**src/hw/rtl/mcuid_pkg.sv**
```systemverilog
// Shared types, operation codes and match patterns for the instruction decoder.
package mcuid_pkg;

    localparam int PC_BITS_DEF    = 16;
    localparam int JMP_ADDR_BITS  = 22;
    localparam int IN_TDATA_BITS  = 32;
    localparam int OUT_TDATA_BITS = 48;
    localparam int OUT_TUSER_BITS = 5;

    localparam logic [3:0] OPK_NOP  = 4'd0;
    localparam logic [3:0] OPK_ADD  = 4'd1;
    localparam logic [3:0] OPK_ADC  = 4'd2;
    localparam logic [3:0] OPK_INC  = 4'd3;
    localparam logic [3:0] OPK_ADIW = 4'd4;
    localparam logic [3:0] OPK_SBI  = 4'd5;
    localparam logic [3:0] OPK_CBI  = 4'd6;
    localparam logic [3:0] OPK_JMP  = 4'd7;
    localparam logic [3:0] OPK_RJMP = 4'd8;
    localparam logic [3:0] OPK_LDI  = 4'd9;

    // Major opcode groups, taken from instruction bits 15..10.
    localparam logic [5:0] TOP_NOP   = 6'h00;
    localparam logic [5:0] TOP_ADD   = 6'h03;
    localparam logic [5:0] TOP_ADC   = 6'h07;
    localparam logic [5:0] TOP_MISC  = 6'h25;
    localparam logic [5:0] TOP_IOBIT = 6'h26;
    localparam logic [5:0] TOP_RJMP0 = 6'h30;
    localparam logic [5:0] TOP_RJMP3 = 6'h33;
    localparam logic [5:0] TOP_LDI0  = 6'h38;
    localparam logic [5:0] TOP_LDI3  = 6'h3B;

    localparam logic [15:0] MASK_INC  = 16'hFE0F;
    localparam logic [15:0] PAT_INC   = 16'h9403;
    localparam logic [15:0] MASK_JMP  = 16'hFE0E;
    localparam logic [15:0] PAT_JMP   = 16'h940C;
    localparam logic [15:0] MASK_HIGH = 16'hFF00;
    localparam logic [15:0] PAT_ADIW  = 16'h9600;
    localparam logic [15:0] PAT_SBI   = 16'h9A00;
    localparam logic [15:0] PAT_CBI   = 16'h9800;

    typedef struct packed {
        logic [3:0] op_kind;
        logic [4:0] dest_reg;
        logic [4:0] src_reg;
        logic [7:0] immediate;
        logic [4:0] io_addr;
        logic [2:0] bit_index;
        logic [1:0] extra_cycles;
        logic       illegal;
    } t_dec_fields;

endpackage

```
**src/hw/rtl/mcuid_decode.sv**
```systemverilog
// Combinational decode of one instruction word and its next program counter.
module mcuid_decode #(
    parameter int PC_BITS = mcuid_pkg::PC_BITS_DEF
) (
    input  logic [15:0]            i_instr_word,
    input  logic [15:0]            i_second_word,
    input  logic [PC_BITS-1:0]     i_pc,
    output mcuid_pkg::t_dec_fields o_fields,
    output logic [PC_BITS-1:0]     o_next_pc
);
    import mcuid_pkg::*;

    logic [5:0]               top;
    logic [JMP_ADDR_BITS-1:0] jmp_target;
    logic [PC_BITS-1:0]       rjmp_offset;
    logic [PC_BITS-1:0]       pc_inc;
    t_dec_fields              f;
    logic [PC_BITS-1:0]       npc;

    assign top         = i_instr_word[15:10];
    assign jmp_target  = {i_instr_word[8:4], i_instr_word[0], i_second_word};
    assign rjmp_offset = PC_BITS'($signed(i_instr_word[11:0]));
    assign pc_inc      = i_pc + PC_BITS'(1);

    always_comb begin
        f     = '0;
        npc   = pc_inc;
        unique case (top) inside
            TOP_NOP: begin
                f.op_kind = OPK_NOP;
                f.illegal = (i_instr_word != 16'h0000);
            end
            TOP_ADD, TOP_ADC: begin
                f.op_kind  = (top == TOP_ADD) ? OPK_ADD : OPK_ADC;
                f.dest_reg = i_instr_word[8:4];
                f.src_reg  = {i_instr_word[9], i_instr_word[3:0]};
            end
            TOP_MISC: begin
                if ((i_instr_word & MASK_INC) == PAT_INC) begin
                    f.op_kind  = OPK_INC;
                    f.dest_reg = i_instr_word[8:4];
                end else if ((i_instr_word & MASK_JMP) == PAT_JMP) begin
                    f.op_kind      = OPK_JMP;
                    f.extra_cycles = 2'd2;
                    npc            = jmp_target[PC_BITS-1:0];
                end else if ((i_instr_word & MASK_HIGH) == PAT_ADIW) begin
                    // Register pairs 24, 26, 28 and 30 only.
                    f.op_kind      = OPK_ADIW;
                    f.dest_reg     = {2'b11, i_instr_word[5:4], 1'b0};
                    f.immediate    = {2'b00, i_instr_word[7:6], i_instr_word[3:0]};
                    f.extra_cycles = 2'd1;
                end else begin
                    f.illegal = 1'b1;
                end
            end
            TOP_IOBIT: begin
                if ((i_instr_word & MASK_HIGH) == PAT_SBI ||
                    (i_instr_word & MASK_HIGH) == PAT_CBI) begin
                    f.op_kind      = ((i_instr_word & MASK_HIGH) == PAT_SBI) ? OPK_SBI : OPK_CBI;
                    f.io_addr      = i_instr_word[7:3];
                    f.bit_index    = i_instr_word[2:0];
                    f.extra_cycles = 2'd1;
                end else begin
                    f.illegal = 1'b1;
                end
            end
            [TOP_RJMP0:TOP_RJMP3]: begin
                f.op_kind      = OPK_RJMP;
                f.extra_cycles = 2'd1;
                npc            = pc_inc + rjmp_offset;
            end
            [TOP_LDI0:TOP_LDI3]: begin
                f.op_kind   = OPK_LDI;
                f.dest_reg  = {1'b1, i_instr_word[7:4]};
                f.immediate = {i_instr_word[11:8], i_instr_word[3:0]};
            end
            default: begin
                f.illegal = 1'b1;
            end
        endcase

        // An unsupported word reports only the illegal flag and leaves the counter alone.
        if (f.illegal) begin
            f         = '0;
            f.illegal = 1'b1;
            npc       = i_pc;
        end
    end

    assign o_fields  = f;
    assign o_next_pc = npc;

endmodule

```
**src/hw/rtl/mcu_instruction_decoder_unit.sv**
```systemverilog
// Top level of the instruction decoder: input register, decode, result register and PC.
//
//  Channel  Dir  Fields (lowest bit first)
//  s_axis   in   tdata: instr_word[15:0], second_word[31:16]
//  m_axis   out  tdata: dest_reg, src_reg, immediate, io_addr, bit_index, next_pc,
//                       extra_cycles, zero pad; tuser: op_kind[3:0], illegal[4]
//
// Each item is decoded in the input register against the current program counter and
// then sits in the result register until taken. The block sustains one item per clock
// while the output is not stalled; the only loop is the PC register, which is updated
// in the same cycle that an item moves into the result register.
// Reset (synchronous, active low) clears both stage valid bits and sets the PC to zero.
// A stall on the output side holds the result and, one item later, the input register.
module mcu_instruction_decoder_unit #(
    parameter int PC_BITS = mcuid_pkg::PC_BITS_DEF
) (
    input  logic                                  i_clk,
    input  logic                                  i_rst_n,
    // Input item: instr_word[15:0], second_word[31:16].
    input  logic                                  s_axis_tvalid,
    output logic                                  s_axis_tready,
    input  logic [mcuid_pkg::IN_TDATA_BITS-1:0]   s_axis_tdata,
    // Result item: dest_reg[4:0], src_reg[9:5], immediate[17:10], io_addr[22:18],
    // bit_index[25:23], next_pc[41:26], extra_cycles[43:42], zeros[47:44].
    output logic                                  m_axis_tvalid,
    input  logic                                  m_axis_tready,
    output logic [mcuid_pkg::OUT_TDATA_BITS-1:0]  m_axis_tdata,
    // Result kind: op_kind[3:0], illegal[4].
    output logic [mcuid_pkg::OUT_TUSER_BITS-1:0]  m_axis_tuser
);
    import mcuid_pkg::*;

    localparam int ExtW = (PC_BITS > 16) ? PC_BITS : 16;

    // Input stage.
    logic               r_in_valid;
    logic [15:0]        r_in_instr;
    logic [15:0]        r_in_second;
    // Program counter of the item in the input stage.
    logic [PC_BITS-1:0] r_pc;
    // Result stage.
    logic               r_out_valid;
    t_dec_fields        r_out_fields;
    logic [15:0]        r_out_next_pc;

    t_dec_fields        dec_fields;
    logic [PC_BITS-1:0] dec_next_pc;
    logic [ExtW-1:0]    next_pc_ext;
    logic               out_free;
    logic               advance;
    logic               in_take;

    // The result register can load when it is empty or being drained this cycle.
    assign out_free      = !r_out_valid || m_axis_tready;
    assign advance       = r_in_valid && out_free;
    assign s_axis_tready = !r_in_valid || out_free;
    assign in_take       = s_axis_tvalid && s_axis_tready;

    mcuid_decode #(
        .PC_BITS(PC_BITS)
    ) u_decode (
        .i_instr_word (r_in_instr),
        .i_second_word(r_in_second),
        .i_pc         (r_pc),
        .o_fields     (dec_fields),
        .o_next_pc    (dec_next_pc)
    );

    assign next_pc_ext = ExtW'(dec_next_pc);

    // Control state.
    always_ff @(posedge i_clk) begin
        if (!i_rst_n) begin
            r_in_valid  <= 1'b0;
            r_out_valid <= 1'b0;
            r_pc        <= '0;
        end else begin
            if (in_take) begin
                r_in_valid <= 1'b1;
            end else if (advance) begin
                r_in_valid <= 1'b0;
            end
            if (advance) begin
                r_out_valid <= 1'b1;
                r_pc        <= dec_next_pc;
            end else if (m_axis_tready) begin
                r_out_valid <= 1'b0;
            end
        end
    end

    // Payload registers.
    always_ff @(posedge i_clk) begin
        if (in_take) begin
            r_in_instr  <= s_axis_tdata[15:0];
            r_in_second <= s_axis_tdata[31:16];
        end
        if (advance) begin
            r_out_fields  <= dec_fields;
            r_out_next_pc <= next_pc_ext[15:0];
        end
    end

    assign m_axis_tvalid = r_out_valid;
    assign m_axis_tdata  = {4'b0000,
                            r_out_fields.extra_cycles,
                            r_out_next_pc,
                            r_out_fields.bit_index,
                            r_out_fields.io_addr,
                            r_out_fields.immediate,
                            r_out_fields.src_reg,
                            r_out_fields.dest_reg};
    assign m_axis_tuser  = {r_out_fields.illegal, r_out_fields.op_kind};

    // The PC moves only when an item passes from the input to the result register.
    a_pc_hold: assert property (@(posedge i_clk) disable iff (!i_rst_n)
        !advance |=> $stable(r_pc))
        else $error("program counter changed without a decoded item");

    // An illegal word leaves the program counter where it was.
    a_illegal_pc: assert property (@(posedge i_clk) disable iff (!i_rst_n)
        advance && dec_fields.illegal |=> r_pc == $past(r_pc))
        else $error("illegal word moved the program counter");

    // An illegal result carries no operation and no extra cycles.
    a_illegal_fields: assert property (@(posedge i_clk) disable iff (!i_rst_n)
        r_out_valid && r_out_fields.illegal |->
            r_out_fields.op_kind == OPK_NOP && r_out_fields.extra_cycles == 2'd0)
        else $error("illegal result carries an operation");

    // Reset empties both stages.
    a_reset_empty: assert property (@(posedge i_clk)
        !i_rst_n |=> !r_in_valid && !r_out_valid)
        else $error("stage valid after reset");

endmodule
```
**config.mk**
```make
export PLATFORM = sky130hd
export DESIGN_NAME = mcu_instruction_decoder_unit
export DESIGN_NICKNAME = d
export VERILOG_FILES = /design/src/hw/rtl/mcuid_pkg.sv /design/src/hw/rtl/mcuid_decode.sv /design/src/hw/rtl/mcu_instruction_decoder_unit.sv
export SDC_FILE = /design/constraint.sdc
export NUM_CORES = 1
export LEC_CHECK = 0
export ABC_AREA = 1
export BUFFER_PORTS_ARGS = -buffer_cell sky130_fd_sc_hd__buf_2
export CAP_MARGIN = 20
export CORE_MARGIN = 2
export CORE_UTILIZATION = 55
export DETAILED_ROUTE_END_ITERATION = 8
export GPL_TIMING_DRIVEN = 0
export PLACE_DENSITY = 0.78
export SYNTH_ARGS = -nofsm -noshare
export SYNTH_HDL_FRONTEND = slang
export SYNTH_SLANG_ARGS = --single-unit
```
**constraint.sdc**
```tcl
create_clock -name i_clk -period 7.5 [get_ports i_clk]
set_input_delay 0.375 -clock i_clk [delete_from_list [all_inputs] [get_ports i_clk]]
set_output_delay 0.375 -clock i_clk [all_outputs]
set_load 0.1 [all_outputs]
```
==> metrics.cfg <==
[status]
status = finished, final reports clean

[timing]
setup_tns_ns = 0
rsz0062_at_grt = no
slew-limit-headroom = 0.605
finalSetupViolations = 0
final-hold-violation-count = 0
slew_viol_final = 0
period_share = 0.414
fmax_mhz = 322
min_period_ns = 3.10
layout_setup_ws_ns = 4.40
tightest_slew_ns = 0.592
fin_skew_ns = 0.0118

[finish]
layout.cells.non_filler = 936
diodes = 0
nNetsFinal = 851
syn2layout_area_growth_pct = 15.3
drive_gt1_frac = 0.186

[logic_synthesis]
synth_area_sq_um = 5710
syn_inst = 693
synth.most_common_cell = nand2_1
synth_edf_count = 81
synth.distinct_cells = 43
yosysWarnings = 0
synthFlopType = edfxtp_1
synth_top_area_frac = 0.426
synth.largest_area_cell = edfxtp_1
ys_seq_area_frac = 0.489
synth_area_leaders = edfxtp_1 43%, nand2_1 13%, dfxtp_1 6.3%
syn_area_per_cell_sq_um = 8.24
synth_async_sr_flop_share = 0
synth_common_cells = 205 x nand2_1, 95 x inv_1, 81 x edfxtp_1, 73 x nor2_1, 59 x nand3_1
ys_seq_elements = 99

[critical_path]
path_buf_inv = 2
path_cells = ha_1 -> nand3_1 -> nor2_2 -> nand2_1 -> xor2_1 -> ha_1 -> nand2_1 -> inv_1 -> a21oi_1 -> nor2_1 -> nor2_1 -> nand3_1 -> nand3_1 -> nand3_2 -> nand2_1 -> inv_1
cpPeakStageDelay_ns = 0.43
critical_path.top_delay_family = simple AND/OR/NAND/NOR gates
cp-end-kind = flop
reg2reg_to = r_out_next_pc[13]$_DFFE_PP_
endpoint = r_out_next_pc[13]$_DFFE_PP_
r2r_slack_ns = 4.40
crit_start = r_pc[1]$_SDFFE_PN0P_
cp_slowest_cell = dfxtp_1
arrival_ns = 3.25
worstSetupPathType = reg -> reg
r2r_cells = 16
critPathLaunchType = flop
cp_max_fo = 5
crit_cells = 16
critPathRequiredTime_ns = 7.64
reg2reg_from = r_pc[1]$_SDFFE_PN0P_

[floorplanning]
die_y_um = 106
core_area_sq_um = 10200
start_util = 0.561
die_area_sq_um = 11200
die_w_um = 106
ioPinCount = 91
rows = 37

[pwr]
p_per_area_nw_per_um2 = 203
ir_drop_mv = 0.155
switchingPower_uw = 446
pwr-share-seq = 0.485
total_power_uw = 1340
switching_share = 0.333
internal-power_uw = 894
share_comb_of_total_power = 0.240
p_leak_uw = 0.00320
clockPowerShare = 0.275

[detailed_routing]
routedWlPerCell_um = 14.6
drtAntennaViolNets = 0
vias = 4974
vias_per_cell = 5.31
remaining_drc_errors = 0
dr.pass1.iters = 6
drt_wl_total_um = 13700
drt_iter0_markers = 406

[placement]
place_inst = 920
hpwlAfterDp_um = 10700
dp_slack_ns = 4.46
portBuffers = 86
gp_routability_congestion = 0.911

[clocking]
htree_levels = 3
clockBufferDepth = 2
cts.sinks = 99
cts_buffers = 9
cts_resized = 0
root_buffer = clkbuf_8
cts_tree = yes
clk_latency_ns = 0.38
hold_buffers = 0
cts_setup_buffers = 0
clk_pin_slew_ns = 0.09

[min_path]
min_path_type = in -> reg
holdPathStages = 1

[flow_run]
maxCapViolations = 0

[grt]
grt_max_degree = 33
grt_antenna_before_repair = 0
grt_pass1_wl_um = 21900
grt_usage = 0.252
grt_overflow = 0
grt_pass1_vias = 4638

-- power by group through the flow --
stage / Clock (uW) / Combinational (uW) / Sequential (uW)
floorplan: 0 / 144 / 769
CTS: 373 / 320 / 650
detailed placement: 0 / 318 / 662
global route: 393 / 349 / 653
global placement: 0 / 310 / 662
finish: 368 / 322 / 650
-- area by class of cell --
type,instances,area [sq um]
Fill cell,884,3600
Sequential cell,99,2790
Multi-Input combinational cell,481,2440
Timing Repair Buffer,88,478
Inverter,105,397
Tap cell,136,170
Clock buffer,9,124
Clock inverter,7,92.6
Buffer,11,87.6
-- worst min path at each step --
| stage | start | end | slack [ns] |
|---|---|---|---|
| 3_5_place_dp | m_axis_tvalid$_SDFFE_PN0P_ | m_axis_tvalid$_SDFFE_PN0P_ | 0.50 |
| 6_report | s_axis_tdata[8] | r_in_instr[8]$_DFFE_PP_ | 0.17 |
| 2_1_floorplan | s_axis_tdata[0] | r_in_instr[0]$_DFFE_PP_ | 0.47 |
| 4_1_cts | s_axis_tdata[8] | r_in_instr[8]$_DFFE_PP_ | 0.16 |
| 5_1_grt | s_axis_tdata[5] | r_in_instr[5]$_DFFE_PP_ | 0.15 |
| 3_3_place_gp | m_axis_tvalid$_SDFFE_PN0P_ | m_axis_tvalid$_SDFFE_PN0P_ | 0.49 |
-- logic make-up after synthesis --
kind of cell / count (synthesis) / share of synthesized area
and+or+nand+nor: 386 / 0.305
buffers and inverters: 116 / 0.0848
DFF: 99 / 0.489
AOI/OAI and AO/OA: 60 / 0.0581
adders and majority gates: 20 / 0.0451
xor gates and xnor gates: 11 / 0.0169
other: 1 / 0.000657
-- layer usage --
metal  routed length (um)  track usage  up-vias
met5                    0            0        -
met4                  281       0.0874        0
met3                  953       0.0503       21
met2                 6390        0.411      198
met1                 6050        0.339     2310
li1                     -            -     2445
-- state kept, by name, summed over array words and instances, names as in the netlist --
signal,count
m_axis_tdata,28
m_axis_tvalid,1
r_pc,16
m_axis_tuser,5
r_in_valid,1
r_in_second,16
r_out_next_pc,16
r_in_instr,16
-- placed cells by master, fill, tap and decap left out, types with 4 or more instances in the layout --
cell type  instances
nand2_1          205
inv_1             95
buf_2             89
edfxtp_1          81
nor2_1            73
nand3_1           59
a21oi_1           24
o21ai_0           21
ha_1              19
dfxtp_1           18
xor2_1            10
clkbuf_8           9
nand4_1            8
inv_2              6
nand3_2            6
nand2_2            6
buf_4              5
nor3_1             4
clkinv_1           4
o211ai_1           4
nand3b_1           4
conb_1             4
-- metrics by stage --
step | util | hold slack [ns] | instance area [sq um]
2_1_floorplan | - | 0.474 | 5720
3_3_place_gp | 0.621 | 0.488 | 6320
3_5_place_dp | 0.625 | 0.504 | 6370
4_1_cts | 0.647 | 0.158 | 6590
5_1_grt | 0.647 | 0.151 | 6590
6_report | 0.647 | 0.166 | 6590
No activity file was read; power rests on OpenSTA's default activity.
